[src/design/rdps_pkg.sv]
// Package for the real DFT polar spectrum block.
// Holds the shared widths, the CORDIC arctangent table and the twiddle function.
// No dependencies.
package rdps_pkg;

   localparam int SAMPLE_W = 16;
   localparam int BIN_W = 6;
   localparam int MAG_W = 16;
   localparam int PHASE_W = 16;
   localparam int TWID_W = 17;
   localparam int ACC_W = 40;
   localparam int CORDIC_STEPS = 16;
   localparam int STEP_W = 4;
   localparam int ANGLE_W = 18;
   localparam int INV_GAIN = 652032874;
   localparam int INV_GAIN_W = 30;
   localparam int DEF_POINTS = 64;
   localparam logic [MAG_W-1:0] DEF_FLOOR = 16'd16;
   localparam logic [PHASE_W-1:0] ZERO_VECTOR_PHASE = 16'd49152;
   localparam logic [ANGLE_W-1:0] HALF_TURN = 18'd32768;

   // Arctangent of 2^-i in turn units (65536 = one turn)
   localparam int ATAN_TURN [CORDIC_STEPS] = '{
      8192, 4836, 2555, 1297, 651, 326, 163, 81,
      41, 20, 10, 5, 3, 1, 1, 0
   };

   // Rotation CORDIC for one twiddle; evaluated at elaboration only.
   // Returns {cos, sin}, each signed Q1.15 in 17 bits.
   function automatic logic [2*TWID_W-1:0] twiddle(input longint theta);
      longint x;
      longint y;
      longint z;
      longint dx;
      longint dy;
      longint q;
      longint cs;
      longint sn;
      logic [TWID_W-1:0] cs_b;
      logic [TWID_W-1:0] sn_b;
      x = INV_GAIN;
      y = 0;
      z = theta & 16383;
      q = (theta >> 14) & 3;
      for (int i = 0; i < CORDIC_STEPS; i++) begin
         dx = y >>> i;
         dy = x >>> i;
         if (z >= 0) begin
            x = x - dx;
            y = y + dy;
            z = z - ATAN_TURN[i];
         end else begin
            x = x + dx;
            y = y - dy;
            z = z + ATAN_TURN[i];
         end
      end
      x = (x + 16384) >>> 15;
      y = (y + 16384) >>> 15;
      case (q)
         0: begin
            cs = x;
            sn = y;
         end
         1: begin
            cs = -y;
            sn = x;
         end
         2: begin
            cs = -x;
            sn = -y;
         end
         default: begin
            cs = y;
            sn = -x;
         end
      endcase
      cs_b = cs[TWID_W-1:0];
      sn_b = sn[TWID_W-1:0];
      return {cs_b, sn_b};
   endfunction

endpackage

[src/design/rdps_cell.sv]
// One sample cell of the frame chain.
// Holds one sample and takes its neighbor's value on every shift.
// Depends on rdps_pkg.
module rdps_cell (
   input  logic                           clock,
   input  logic                           shift,
   input  logic [rdps_pkg::SAMPLE_W-1:0]  data_in,
   output logic [rdps_pkg::SAMPLE_W-1:0]  data_out
);
   import rdps_pkg::*;

   logic [SAMPLE_W-1:0] data_ff;

   // advance the chain
   always_ff @(posedge clock) begin
      if (shift) begin
         data_ff <= data_in;
      end
   end

   assign data_out = data_ff;

endmodule

[src/design/rdps_polar.sv]
// Iterative CORDIC vectoring unit: rectangular bin to magnitude and phase.
// One micro-rotation per cycle, then a registered gain multiply.
// Depends on rdps_pkg.
module rdps_polar (
   input  logic                               clock,
   input  logic                               reset,
   input  logic                               start,
   input  logic signed [rdps_pkg::ACC_W-1:0]  re,
   input  logic signed [rdps_pkg::ACC_W-1:0]  im,
   output logic                               done,
   output logic [rdps_pkg::MAG_W-1:0]         magnitude,
   output logic [rdps_pkg::PHASE_W-1:0]       phase
);
   import rdps_pkg::*;

   localparam int VEC_W = ACC_W + 2;
   localparam int XM_W = 33;
   localparam int PROD_W = XM_W + INV_GAIN_W;

   typedef enum logic [1:0] {P_IDLE, P_ITER, P_MUL, P_FIN} pstate_type;

   pstate_type               state_ff;
   logic [STEP_W-1:0]        step_ff;
   logic signed [VEC_W-1:0]  x_ff;
   logic signed [VEC_W-1:0]  y_ff;
   logic signed [ANGLE_W-1:0] z_ff;
   logic                     zero_ff;
   logic                     sat_ff;
   logic [PROD_W-1:0]        prod_ff;
   logic                     done_ff;
   logic [MAG_W-1:0]         mag_ff;
   logic [PHASE_W-1:0]       phase_ff;

   logic signed [VEC_W-1:0]  dx;
   logic signed [VEC_W-1:0]  dy;
   logic signed [ANGLE_W-1:0] atan;
   logic [XM_W-1:0]          m1;
   logic [XM_W:0]            m_sum;
   logic [XM_W-16:0]         m2;
   logic [PROD_W-1:0]        prod_in;

   // shifted terms of the current micro-rotation
   always_comb begin
      dx = y_ff >>> step_ff;
      dy = x_ff >>> step_ff;
      atan = ANGLE_W'(ATAN_TURN[step_ff]);
      prod_in = PROD_W'(x_ff[XM_W-1:0]) * PROD_W'(INV_GAIN);
      m1 = prod_ff[PROD_W-1:INV_GAIN_W];
      m_sum = {1'b0, m1} + (XM_W+1)'(32768);
      m2 = m_sum[XM_W:16];
   end

   // sequence rotations, gain multiply and rounding
   always_ff @(posedge clock) begin
      if (reset) begin
         state_ff <= P_IDLE;
         done_ff <= 1'b0;
      end else begin
         case (state_ff)
            P_IDLE: begin
               if (start) begin
                  done_ff <= 1'b0;
                  state_ff <= P_ITER;
                  step_ff <= '0;
                  zero_ff <= (re == '0) && (im == '0);
                  if (re < 0) begin
                     x_ff <= -VEC_W'(re);
                     y_ff <= -VEC_W'(im);
                     z_ff <= HALF_TURN;
                  end else begin
                     x_ff <= VEC_W'(re);
                     y_ff <= VEC_W'(im);
                     z_ff <= '0;
                  end
               end
            end
            P_ITER: begin
               if (y_ff >= 0) begin
                  x_ff <= x_ff + dx;
                  y_ff <= y_ff - dy;
                  z_ff <= z_ff + atan;
               end else begin
                  x_ff <= x_ff - dx;
                  y_ff <= y_ff + dy;
                  z_ff <= z_ff - atan;
               end
               step_ff <= step_ff + 1'b1;
               if (step_ff == STEP_W'(CORDIC_STEPS - 1)) begin
                  state_ff <= P_MUL;
               end
            end
            P_MUL: begin
               // magnitudes this large saturate anyway
               sat_ff <= |x_ff[VEC_W-1:XM_W];
               prod_ff <= prod_in;
               state_ff <= P_FIN;
            end
            P_FIN: begin
               if (zero_ff) begin
                  mag_ff <= '0;
                  phase_ff <= ZERO_VECTOR_PHASE;
               end else begin
                  if (sat_ff || (|m2[XM_W-16:MAG_W])) begin
                     mag_ff <= '1;
                  end else begin
                     mag_ff <= m2[MAG_W-1:0];
                  end
                  phase_ff <= z_ff[PHASE_W-1:0];
               end
               done_ff <= 1'b1;
               state_ff <= P_IDLE;
            end
            default: begin
               state_ff <= P_IDLE;
            end
         endcase
      end
   end

   assign done = done_ff;
   assign magnitude = mag_ff;
   assign phase = phase_ff;

endmodule

[src/design/real_dft_polar_spectrum.sv]
// Top level of the real DFT polar spectrum block.
// Depends on rdps_pkg, rdps_cell and rdps_polar.
//
// Loads a frame of POINTS signed Q1.15 samples, one per accepted transaction, into
// a chain of sample cells, then emits POINTS/2+1 bins (index, Q2.14 magnitude,
// phase in turn units, last flag). Samples are taken one per cycle until the
// frame is full; then input stalls while the bins are computed. Each bin passes
// through the cosine and sine multiply-accumulates as the chain rotates once past
// them, a drain of the product register, a scale step, the iterative CORDIC
// vectoring unit (16 rotations, gain multiply, rounding and done) and a load of
// the result register. A bin that finds the result register still stalled waits
// until it is taken. Magnitudes below the floor register read as zero.
module real_dft_polar_spectrum #(
   parameter int POINTS = rdps_pkg::DEF_POINTS
) (
   input  logic                             clock,
   input  logic                             reset,
   input  logic                             req_valid,
   output logic                             req_stall,
   input  logic signed [rdps_pkg::SAMPLE_W-1:0] req_sample_value,
   output logic                             rsp_valid,
   input  logic                             rsp_stall,
   output logic [rdps_pkg::BIN_W-1:0]       rsp_bin_index,
   output logic [rdps_pkg::MAG_W-1:0]       rsp_bin_magnitude,
   output logic [rdps_pkg::PHASE_W-1:0]     rsp_bin_phase,
   output logic                             rsp_last_bin,
   input  logic                             csr_valid,
   output logic                             csr_ready,
   input  logic [rdps_pkg::MAG_W-1:0]       csr_magnitude_floor
);
   import rdps_pkg::*;

   localparam int IDX_W = $clog2(POINTS);
   localparam int PROD_W = 2 * TWID_W;
   localparam logic [BIN_W-1:0] LAST_K = BIN_W'(POINTS / 2);

   typedef enum logic [2:0] {
      ST_LOAD, ST_MAC, ST_DRAIN, ST_SCALE, ST_POLAR, ST_PUT
   } state_type;

   state_type                 state_ff;
   logic [IDX_W-1:0]          pos_ff;
   logic [IDX_W-1:0]          n_ff;
   logic [IDX_W-1:0]          m_ff;
   logic [BIN_W-1:0]          k_ff;
   logic                      pv_ff;
   logic signed [PROD_W-1:0]  prod_c_ff;
   logic signed [PROD_W-1:0]  prod_s_ff;
   logic signed [ACC_W-1:0]   acc_c_ff;
   logic signed [ACC_W-1:0]   acc_s_ff;
   logic [MAG_W-1:0]          floor_ff;
   logic                      rsp_valid_ff;
   logic [BIN_W-1:0]          bin_ff;
   logic [MAG_W-1:0]          mag_ff;
   logic [PHASE_W-1:0]        phase_ff;
   logic                      last_ff;

   logic signed [TWID_W-1:0]  cos_tab [POINTS];
   logic signed [TWID_W-1:0]  sin_tab [POINTS];
   logic [SAMPLE_W-1:0]       cell_q [POINTS];
   logic [SAMPLE_W-1:0]       cell_d [POINTS];

   logic                      req_take;
   logic                      shift;
   logic [IDX_W:0]            m_sum;
   logic [IDX_W-1:0]          m_in;
   logic signed [TWID_W-1:0]  x_ext;
   logic signed [ACC_W-1:0]   re_sc;
   logic signed [ACC_W-1:0]   im_sc;
   logic                      polar_start;
   logic                      polar_done;
   logic [MAG_W-1:0]          polar_mag;
   logic [PHASE_W-1:0]        polar_phase;
   logic                      out_free;

   // twiddle tables, fixed at elaboration
   for (genvar g = 0; g < POINTS; g++) begin : g_twid
      localparam longint THETA = (longint'(g) * 65536 + POINTS / 2) / POINTS;
      localparam logic [PROD_W-1:0] TW = twiddle(THETA);
      assign cos_tab[g] = TW[PROD_W-1:TWID_W];
      assign sin_tab[g] = TW[TWID_W-1:0];
   end

   // sample chain: load at the tail, rotate head to tail while computing
   for (genvar g = 0; g < POINTS; g++) begin : g_chain
      if (g == POINTS - 1) begin : g_tail
         assign cell_d[g] = (state_ff == ST_LOAD) ? req_sample_value : cell_q[0];
      end else begin : g_body
         assign cell_d[g] = cell_q[g+1];
      end
      rdps_cell u_cell (
         .clock    (clock),
         .shift    (shift),
         .data_in  (cell_d[g]),
         .data_out (cell_q[g])
      );
   end

   // handshake and datapath terms
   always_comb begin
      req_take = req_valid && !req_stall;
      shift = req_take || (state_ff == ST_MAC);
      m_sum = {1'b0, m_ff} + (IDX_W+1)'(k_ff[IDX_W-1:0]);
      if (m_sum >= (IDX_W+1)'(POINTS)) begin
         m_in = IDX_W'(m_sum - (IDX_W+1)'(POINTS));
      end else begin
         m_in = m_sum[IDX_W-1:0];
      end
      x_ext = TWID_W'($signed(cell_q[0]));
      re_sc = ACC_W'((acc_c_ff * 2) / POINTS);
      im_sc = ACC_W'((acc_s_ff * 2) / POINTS);
      polar_start = (state_ff == ST_SCALE);
      out_free = !rsp_valid_ff || !rsp_stall;
   end

   rdps_polar u_polar (
      .clock     (clock),
      .reset     (reset),
      .start     (polar_start),
      .re        (re_sc),
      .im        (im_sc),
      .done      (polar_done),
      .magnitude (polar_mag),
      .phase     (polar_phase)
   );

   // sequencer, accumulators and result register
   always_ff @(posedge clock) begin
      if (reset) begin
         state_ff <= ST_LOAD;
         pos_ff <= '0;
         pv_ff <= 1'b0;
         floor_ff <= DEF_FLOOR;
         rsp_valid_ff <= 1'b0;
      end else begin
         if (csr_valid) begin
            floor_ff <= csr_magnitude_floor;
         end
         if (rsp_valid_ff && !rsp_stall) begin
            rsp_valid_ff <= 1'b0;
         end
         // product stage
         pv_ff <= (state_ff == ST_MAC);
         prod_c_ff <= PROD_W'(x_ext * cos_tab[m_ff]);
         prod_s_ff <= PROD_W'(x_ext * sin_tab[m_ff]);
         if (pv_ff) begin
            acc_c_ff <= acc_c_ff + ACC_W'(prod_c_ff);
            acc_s_ff <= acc_s_ff + ACC_W'(prod_s_ff);
         end
         case (state_ff)
            ST_LOAD: begin
               if (req_take) begin
                  if (pos_ff == IDX_W'(POINTS - 1)) begin
                     pos_ff <= '0;
                     k_ff <= '0;
                     n_ff <= '0;
                     m_ff <= '0;
                     acc_c_ff <= '0;
                     acc_s_ff <= '0;
                     state_ff <= ST_MAC;
                  end else begin
                     pos_ff <= pos_ff + 1'b1;
                  end
               end
            end
            ST_MAC: begin
               n_ff <= n_ff + 1'b1;
               m_ff <= m_in;
               if (n_ff == IDX_W'(POINTS - 1)) begin
                  state_ff <= ST_DRAIN;
               end
            end
            ST_DRAIN: begin
               state_ff <= ST_SCALE;
            end
            ST_SCALE: begin
               state_ff <= ST_POLAR;
            end
            ST_POLAR: begin
               if (polar_done) begin
                  state_ff <= ST_PUT;
               end
            end
            ST_PUT: begin
               if (out_free) begin
                  rsp_valid_ff <= 1'b1;
                  bin_ff <= k_ff;
                  mag_ff <= (polar_mag < floor_ff) ? '0 : polar_mag;
                  phase_ff <= polar_phase;
                  last_ff <= (k_ff == LAST_K);
                  if (k_ff == LAST_K) begin
                     state_ff <= ST_LOAD;
                  end else begin
                     k_ff <= k_ff + 1'b1;
                     n_ff <= '0;
                     m_ff <= '0;
                     acc_c_ff <= '0;
                     acc_s_ff <= '0;
                     state_ff <= ST_MAC;
                  end
               end
            end
            default: begin
               state_ff <= ST_LOAD;
            end
         endcase
      end
   end

   assign req_stall = (state_ff != ST_LOAD);
   assign csr_ready = 1'b1;
   assign rsp_valid = rsp_valid_ff;
   assign rsp_bin_index = bin_ff;
   assign rsp_bin_magnitude = mag_ff;
   assign rsp_bin_phase = phase_ff;
   assign rsp_last_bin = last_ff;

endmodule

[config.mk]
export PLATFORM = sky130hd
export DESIGN_NAME = real_dft_polar_spectrum
export DESIGN_NICKNAME = d
export VERILOG_FILES = /design/src/design/rdps_pkg.sv /design/src/design/rdps_cell.sv /design/src/design/rdps_polar.sv /design/src/design/real_dft_polar_spectrum.sv
export SDC_FILE = /design/constraint.sdc
export NUM_CORES = 2
export LEC_CHECK = 0
export ABC_AREA = 1
export BUFFER_PORTS_ARGS = -buffer_cell sky130_fd_sc_hd__buf_4
export CORE_ASPECT_RATIO = 1.4
export CORE_MARGIN = 5
export CORE_UTILIZATION = 50
export DETAILED_ROUTE_END_ITERATION = 16
export PLACE_DENSITY = 0.65
export RECOVER_POWER = 50
export SYNTH_ARGS = -nofsm -noshare
export SYNTH_HDL_FRONTEND = slang
export SYNTH_SLANG_ARGS = --single-unit
[constraint.sdc]
create_clock -name clock -period 27.5 [get_ports clock]
set_clock_uncertainty 0.2 [all_clocks]
set_input_delay 0 -clock clock [delete_from_list [all_inputs] [get_ports clock]]
set_output_delay 0 -clock clock [all_outputs]
set_load 0.01 [all_outputs]
# [After elaboration in Yosys (flattened, before gate mapping)]
# Memories as Yosys holds them, arrays and structs flattened.
# Index checks and enable logic that the tools add are counted.
[word_totals] reg_bits=1459 mem_bits_ro=2688 n_memories=3
[memory_table] name="(no name shown)" depth=64 width=17 read_ports=1 rd_clocked_by_memory_dff=0 write_ports=0 line="real_dft_polar_spectrum.sv:145" rtl="prod_s_ff <= PROD_W'(x_ext * sin_tab[m_ff]);"
[memory_table] name="(no name shown)" depth=64 width=17 read_ports=1 rd_clocked_by_memory_dff=0 write_ports=0 line="real_dft_polar_spectrum.sv:144" rtl="prod_c_ff <= PROD_W'(x_ext * cos_tab[m_ff]);"
[memory_table] name="(no name shown)" depth=16 width=32 read_ports=1 rd_clocked_by_memory_dff=0 write_ports=0 line="rdps_polar.sv:46" rtl="atan = ANGLE_W'(ATAN_TURN[step_ff]);"
[classes] addsub=19 n_mul=3 order_cmp=6 eq_ne=20 shifts=2 n_mux=60 bitwise=5 reduce_logical=33
[ops] cell="40-bit 2-to-1 mux" count=10
[ops] cell="42-bit 2-to-1 mux" count=6
[ops] cell="42-bit one-hot mux with 2 select lines" count=2
[ops] cell="40-bit one-hot mux with 2 select lines" count=2
[ops] cell="42-bit adder" count=2
[ops] cell="40-bit negator with 42-bit output" count=2
[ops] cell="42-bit by 4-bit >>> shifter with 42-bit output" count=2
[ops] cell="42-bit subtractor" count=2
[ops] cell="40-bit by 1-bit adder with 40-bit output" count=2
[ops] cell="40-bit by 33-bit adder with 40-bit output" count=2
[ops] cell="40-bit logical NOT" count=2
[ops] cell="18-bit 2-to-1 mux" count=4
[ops] cell="17-bit 2-to-1 mux" count=4
[ops] cell="16-bit by 17-bit multiplier with 33-bit output" count=2
[ops] cell="33-bit by 29-bit multiplier with 62-bit output (second input constant)" count=1
[ops] cell="16-bit 2-to-1 mux" count=3
[ops] cell="6-bit 2-to-1 mux" count=8
[ops] cell="42-bit by 1-bit >= comparator with 1-bit output (second input constant)" count=1
[ops] cell="40-bit by 1-bit < comparator with 1-bit output (second input constant)" count=1
[ops] cell="18-bit one-hot mux with 2 select lines" count=1
[ops] cell="6-bit one-hot mux with 3 select lines" count=2
[ops] cell="33-bit by 16-bit adder with 34-bit output (second input constant)" count=1
[ops] cell="18-bit adder" count=1
[ops] cell="6-bit by 1-bit adder with 6-bit output (second input constant)" count=3
[ops] cell="43 further kinds" count=82

# [Logic depth before layout (Yosys ltp)]
[depth] ltp_word=7 ltp_mapped=38 depth_no_buf=37

# [Modules after synthesis]
# Synthesis repeated with hierarchy kept, for this count alone.
[hier_totals] hier_cells=11713 hier_area_um2=110257.0
[by_module_without_submodules] module="rdps_polar" n_inst=1 cells_per_inst=5603 area_each_um2=40451.3 seq_area_each_um2=4744.6
[by_module_without_submodules] module="real_dft_polar_spectrum" n_inst=1 cells_per_inst=5086 area_each_um2=39056.2 seq_area_each_um2=6576.3
[by_module_without_submodules] module="rdps_cell" n_inst=64 cells_per_inst=16 area_each_um2=480.5 seq_area_each_um2=480.5

# [Worst setup path after synthesis]
# OpenSTA, ideal clock, no wires.
[synth_timing] kind="reg-to-reg" startpoint="register state_ff[2]" endpoint="register g_chain[0].u_cell.data_ff[0], enable pin" setup_ps=7122 arrival_ps=17275 required_time_ps=20178 path_slack_ps=2903 stages_incl_launch_ff=6 n_path_buf=0 period_less_slack_ps=24597 path_cell_list="dfxtp_1 inv_1 nand2_1 nor2_1 inv_1 nand2_1"
[synth_via] elab_chain_cells=4
[synth_rtl] element="start: declaration" line="real_dft_polar_spectrum.sv:41" rtl="state_type state_ff;"
[synth_rtl] element="start signal: assignment" line="real_dft_polar_spectrum.sv:130" rtl="state_ff <= ST_LOAD;"
[synth_rtl] element="start signal: assignment" line="real_dft_polar_spectrum.sv:160" rtl="state_ff <= ST_MAC;"
[synth_rtl] element="start signal: assignment" line="real_dft_polar_spectrum.sv:170" rtl="state_ff <= ST_DRAIN;"
[synth_rtl] element="3-bit nonzero test" line="real_dft_polar_spectrum.sv:210" rtl="assign req_stall = (state_ff != ST_LOAD);"
[synth_rtl] element="via req_stall" line="real_dft_polar_spectrum.sv:19" rtl="output logic req_stall,"
[synth_rtl] element="1-bit logical NOT" line="real_dft_polar_spectrum.sv:101" rtl="req_take = req_valid && !req_stall;"
[synth_rtl] element="1-bit logical AND" line="real_dft_polar_spectrum.sv:101"
[synth_rtl] element="1-bit logical OR" line="real_dft_polar_spectrum.sv:102" rtl="shift = req_take || (state_ff == ST_MAC);"
[synth_rtl] element="via g_chain[0].u_cell.shift" line="rdps_cell.sv:6" rtl="input logic shift,"
[synth_rtl] element="end signal: assignment" line="rdps_cell.sv:17" rtl="data_ff <= data_in;"
[synth_rtl] element="end: declaration" line="rdps_cell.sv:12" rtl="logic [SAMPLE_W-1:0] data_ff;"
# The timed path passes the listed nets, and every way through them passes these cells.
# A chain may end at the register's enable or synchronous reset.

# [Worst setup path in the final report]
[layout_timing] startpoint="register m_ff[1]" endpoint="register prod_s_ff[26] (data pin)"
[layout_via] elab_chain_cells=5
[layout_rtl] element="start: declaration" line="real_dft_polar_spectrum.sv:44" rtl="logic [IDX_W-1:0] m_ff;"
[layout_rtl] element="start signal: assignment" line="real_dft_polar_spectrum.sv:168" rtl="m_ff <= m_in;"
[layout_rtl] element="6-bit inverter with 7-bit output (implied by the code)" line="real_dft_polar_spectrum.sv:145"
[layout_rtl] element="memory 64 x 17 bit"
[layout_rtl] element="17-bit 2-to-1 mux (implied by the code) (2 in series)" line="real_dft_polar_spectrum.sv:145"
[layout_rtl] element="16-bit by 17-bit multiplier with 33-bit output" line="real_dft_polar_spectrum.sv:145"
[layout_rtl] element="end signal: assignment" line="real_dft_polar_spectrum.sv:145"
[layout_rtl] element="end: declaration" line="real_dft_polar_spectrum.sv:48" rtl="logic signed [PROD_W-1:0] prod_s_ff;"
# Every way passes these cells. The select of a mux whose other input is x is not followed.

==> impl_metrics.prom <==
# TYPE chip_impl_metric gauge
chip_impl_info{name="result_of_the_run",value="finished, violations left"} 1
chip_impl_info{name="violated_checks",value="max-capacitance violations, max-slew violations"} 1
chip_impl_metric{name="cts_setup_buffers",unit=""} 0
chip_impl_metric{name="final_max_slew_viol_count",unit=""} 466
chip_impl_info{name="synth.top_cells.by_area",value="sky130_fd_sc_hd__edfxtp_1 (38%), sky130_fd_sc_hd__fa_1 (19%), sky130_fd_sc_hd__ha_1 (8.6%)"} 1
chip_impl_metric{name="post_synth_and_or_nand_nor_area_fraction",unit=""} 0.161
chip_impl_info{name="endpoint_kind",value="register"} 1
chip_impl_metric{name="nets",unit=""} 13500
chip_impl_info{name="yosys.area.top_type",value="sky130_fd_sc_hd__edfxtp_1"} 1
chip_impl_metric{name="synthesized_netlist_net_count",unit=""} 13400
chip_impl_info{name="synthMostInstantiatedCell",value="sky130_fd_sc_hd__nand2_1"} 1
chip_impl_info{name="synth.cells.most_frequent",value="sky130_fd_sc_hd__nand2_1 (2124), sky130_fd_sc_hd__inv_1 (2103), sky130_fd_sc_hd__edfxtp_1 (1381), sky130_fd_sc_hd__nor2_1 (1151), sky130_fd_sc_hd__fa_1 (1031)"} 1
chip_impl_metric{name="fp.dieArea",unit="sq um"} 229000
chip_impl_metric{name="synth-seq-area-share",unit=""} 0.384
chip_impl_metric{name="nFillCells",unit=""} 19700
chip_impl_metric{name="die_width",unit="um"} 406
chip_impl_metric{name="synth_top_area_frac",unit=""} 0.378
chip_impl_metric{name="count_of_endpoints_failing_setup_in_the_final_report",unit=""} 0
chip_impl_metric{name="finalHoldViolations",unit=""} 0
chip_impl_info{name="timing.critical_path.mode_cell",value="sky130_fd_sc_hd__inv_1"} 1
chip_impl_metric{name="synthArstFlopShare",unit=""} 0
chip_impl_metric{name="critical_path.max_stage_delay",unit="ns"} 0.59
chip_impl_metric{name="rows",unit=""} 203
chip_impl_metric{name="required_time_reported_for_the_critical_path_endpoint",unit="ns"} 27.85
chip_impl_metric{name="post-route-period-util",unit=""} 0.318
chip_impl_metric{name="postSynthCellCount",unit=""} 11500
chip_impl_metric{name="achievable-frequency",unit="MHz"} 114
chip_impl_metric{name="synth_cell_types",unit=""} 80
chip_impl_metric{name="crit_arrival",unit="ns"} 9.08
chip_impl_metric{name="synth.cell_area",unit="sq um"} 110000
chip_impl_info{name="timing.critical_path.slowest_stage_cell",value="sky130_fd_sc_hd__inv_1"} 1
chip_impl_info{name="clock-root-buffer",value="sky130_fd_sc_hd__clkbuf_16"} 1
chip_impl_metric{name="clock_network_latency_to_the_later_pin_of_the_worst_skew_pair",unit="ns"} 0.82
chip_impl_metric{name="floorplan.die.height",unit="um"} 564
chip_impl_metric{name="htreeDepth",unit=""} 4
chip_impl_metric{name="finalWirelength",unit="mm"} 327
chip_impl_metric{name="grt_max_degree",unit=""} 203
chip_impl_metric{name="critPathMaxFanout",unit=""} 12
chip_impl_info{name="timing_worst_setup_path_type",value="register to register"} 1
chip_impl_info{name="hp-class",value="register to register"} 1
chip_impl_metric{name="grt_pass1_wl",unit="mm"} 497
chip_impl_metric{name="count_of_buffers_inserted_at_the_top_level_ports",unit=""} 77
chip_impl_info{name="combinational_family_with_the_most_area_after_synthesis",value="adder cells"} 1
chip_impl_metric{name="boundaryPins",unit=""} 79
chip_impl_metric{name="synth.avg_cell_area",unit="sq um"} 9.51
chip_impl_metric{name="detail_route.vias_per_cell",unit=""} 5.51
chip_impl_metric{name="grt_pass1_vias",unit=""} 84900
chip_impl_metric{name="detailedRoute.firstIterationViolations",unit=""} 5773
chip_impl_metric{name="effective_utilization_at_floorplan",unit=""} 0.502
chip_impl_metric{name="drive_gt1_frac",unit=""} 0.0461
chip_impl_metric{name="area_growth",unit="%"} 8.40
chip_impl_metric{name="synth_xor_area_frac",unit=""} 0.0230
chip_impl_metric{name="cts_sinks",unit=""} 1411
chip_impl_metric{name="dr_total_vias",unit=""} 80900
chip_impl_metric{name="timing.slew.headroom",unit=""} -1.57
chip_impl_info{name="synth_top_flop_cell",value="sky130_fd_sc_hd__edfxtp_1"} 1
chip_impl_metric{name="firstDrtPassIters",unit=""} 6
chip_impl_metric{name="cts-buffers-inserted",unit=""} 146
chip_impl_metric{name="drv.max_cap_violation_count",unit=""} 12
chip_impl_info{name="critPathLaunchType",value="register"} 1
chip_impl_metric{name="setup_tns",unit="ns"} 0
chip_impl_metric{name="drc_errors",unit=""} 0
chip_impl_metric{name="synth_adder_area_share",unit=""} 0.275
chip_impl_metric{name="antenna_found_initial",unit=""} 13
chip_impl_metric{name="tightestPinTransition",unit="ns"} 3.85
chip_impl_metric{name="core_area",unit="sq um"} 218000
chip_impl_metric{name="multi_input_comb_area",unit="sq um"} 58400
chip_impl_metric{name="drt.antenna.violating_nets",unit=""} 0
chip_impl_metric{name="layout.area.seq",unit="sq um"} 42100
chip_impl_info{name="cts_tree",value="yes"} 1
chip_impl_metric{name="synth_edf_count",unit=""} 1381
chip_impl_metric{name="globalplace.congestion",unit=""} 0.985
chip_impl_metric{name="cts.path.max_buffers",unit=""} 4
chip_impl_metric{name="clk_transition_reported_paths",unit="ns"} 0.06
chip_impl_metric{name="yosys_warnings",unit=""} 0
chip_impl_metric{name="globalRouteOverflowTotal",unit=""} 0
chip_impl_metric{name="wire_per_inst",unit="um"} 22.3
chip_impl_metric{name="synth_mux_area_frac",unit=""} 0.0000913
chip_impl_metric{name="layout_min_cycle_time",unit="ns"} 8.74
chip_impl_metric{name="synth_compound_area_frac",unit=""} 0.0738
chip_impl_metric{name="groute.usage.overall",unit=""} 0.286
chip_impl_metric{name="yosys_register_bits",unit=""} 1411
chip_impl_metric{name="detailedPlacementHpwl",unit="mm"} 258
chip_impl_info{name="rsz_0062_raised_after_global_routing",value="false"} 1
[per-stage QoR]
step	hold WS, ns	std cells	instance area, sq um	utilization	setup WS [ns]
2_1_floorplan	-0.0996	11500	110000	-	2.90
3_3_place_gp	0.000910	14300	114000	0.520	18.78
3_5_place_dp	0.0275	14300	114000	0.520	18.75
4_1_cts	0.0249	14700	119000	0.545	18.75
5_1_grt	0.163	14700	119000	0.544	18.31
6_report	0.158	14700	119000	0.544	18.76
[state kept, by name, indices dropped and copies added, names as in the netlist, 16 cells and up]
name and flops:
u_polar.x_ff 42, prod_s_ff 33, u_polar.magnitude 16, g_chain.u_cell.data_out 1024
u_polar.z_ff 16, rsp_bin_magnitude 16, acc_s_ff 39, u_polar.phase 16
prod_c_ff 33, floor_ff 16, u_polar.y_ff 42, acc_c_ff 39
rsp_bin_phase 16, u_polar.prod_ff 18
[final timing paths]
| check | startpoint | end | slack (ns) | cells past startpoint |
|---|---|---|---|---|
| min | g_chain[56].u_cell.data_out[1] | g_chain[55].u_cell.data_out[1] | 0.16 | 0 |
| min reg2reg | g_chain[56].u_cell.data_out[1] | g_chain[55].u_cell.data_out[1] | 0.16 | 0 |
| max | m_ff[1] | prod_s_ff[26] | 18.76 | 28 |
| max reg2reg | m_ff[1] | prod_s_ff[26] | 18.76 | 28 |
[cell usage in the layout, fill, tap and decap left out, drive strengths merged, types with 10 or more instances in the layout]
| cell | count |
|---|---|
| buf | 133 |
| a21oi | 521 |
| ha | 757 |
| nand4 | 103 |
| nor2 | 1204 |
| a221oi | 12 |
| fa | 1031 |
| nor3 | 104 |
| o21a | 29 |
| o21bai | 41 |
| or2 | 14 |
| dlygate4sd3 | 86 |
| nand3 | 553 |
| clkbuf | 235 |
| diode | 10 |
| o21ai | 571 |
| dfxtp | 30 |
| o22ai | 21 |
| a31oi | 62 |
| a21o | 37 |
| inv | 2146 |
| clkinv | 59 |
| o211ai | 50 |
| edfxtp | 1381 |
| nand2 | 2170 |
| xor2 | 192 |
| nand3b | 24 |
| nor4 | 24 |
| bufinv | 13 |
| a21boi | 29 |
| o31ai | 11 |
| xnor2 | 93 |
[worst max-delay path, delay by kind of cell (launching register included)]
kind	cells	cell delay, ns
adders and majority gates	8	3.66
and+or+nand+nor	10	2.32
buffers and inverters	7	1.23
DFF	1	0.58
xor gates and xnor gates	1	0.37
AOI/OAI and AO/OA	2	0.18
[per-layer routing]
metal	wire, um	vias up	GRT usage
li1	-	37700	-
met1	122000	39700	0.328
met2	165000	2564	0.509
met3	15600	958	0.0353
met4	24600	4	0.177
met5	27	-	0
[cell families after synthesis]
group           after synthesis
compound gates             1432
xor+xnor                    285
fa+ha+maj                  1788
buf+inv                    2393
flops                      1411
mux                           1
other cells                   1
simple gates               4215
[timing repair]
item / CTS / global route
hold endpoints to repair: 204 / 0
resized for setup: 0 / 0
hold buffers: 86 / 0
[area by class of cell]
class,instances,share of cell area
antenna,10,0.000211
clock buffer,180,0.0325
timing repair buffer,274,0.0177
sequential,1411,0.354
inverter,2158,0.0682
clock inverter,65,0.00619
tap,2870,0.0302
multi-input combinational,7722,0.491
Power is left out: the tool's default activity adds up to more than one toggle a clock period on the data nets, which glitch-free logic cannot reach.
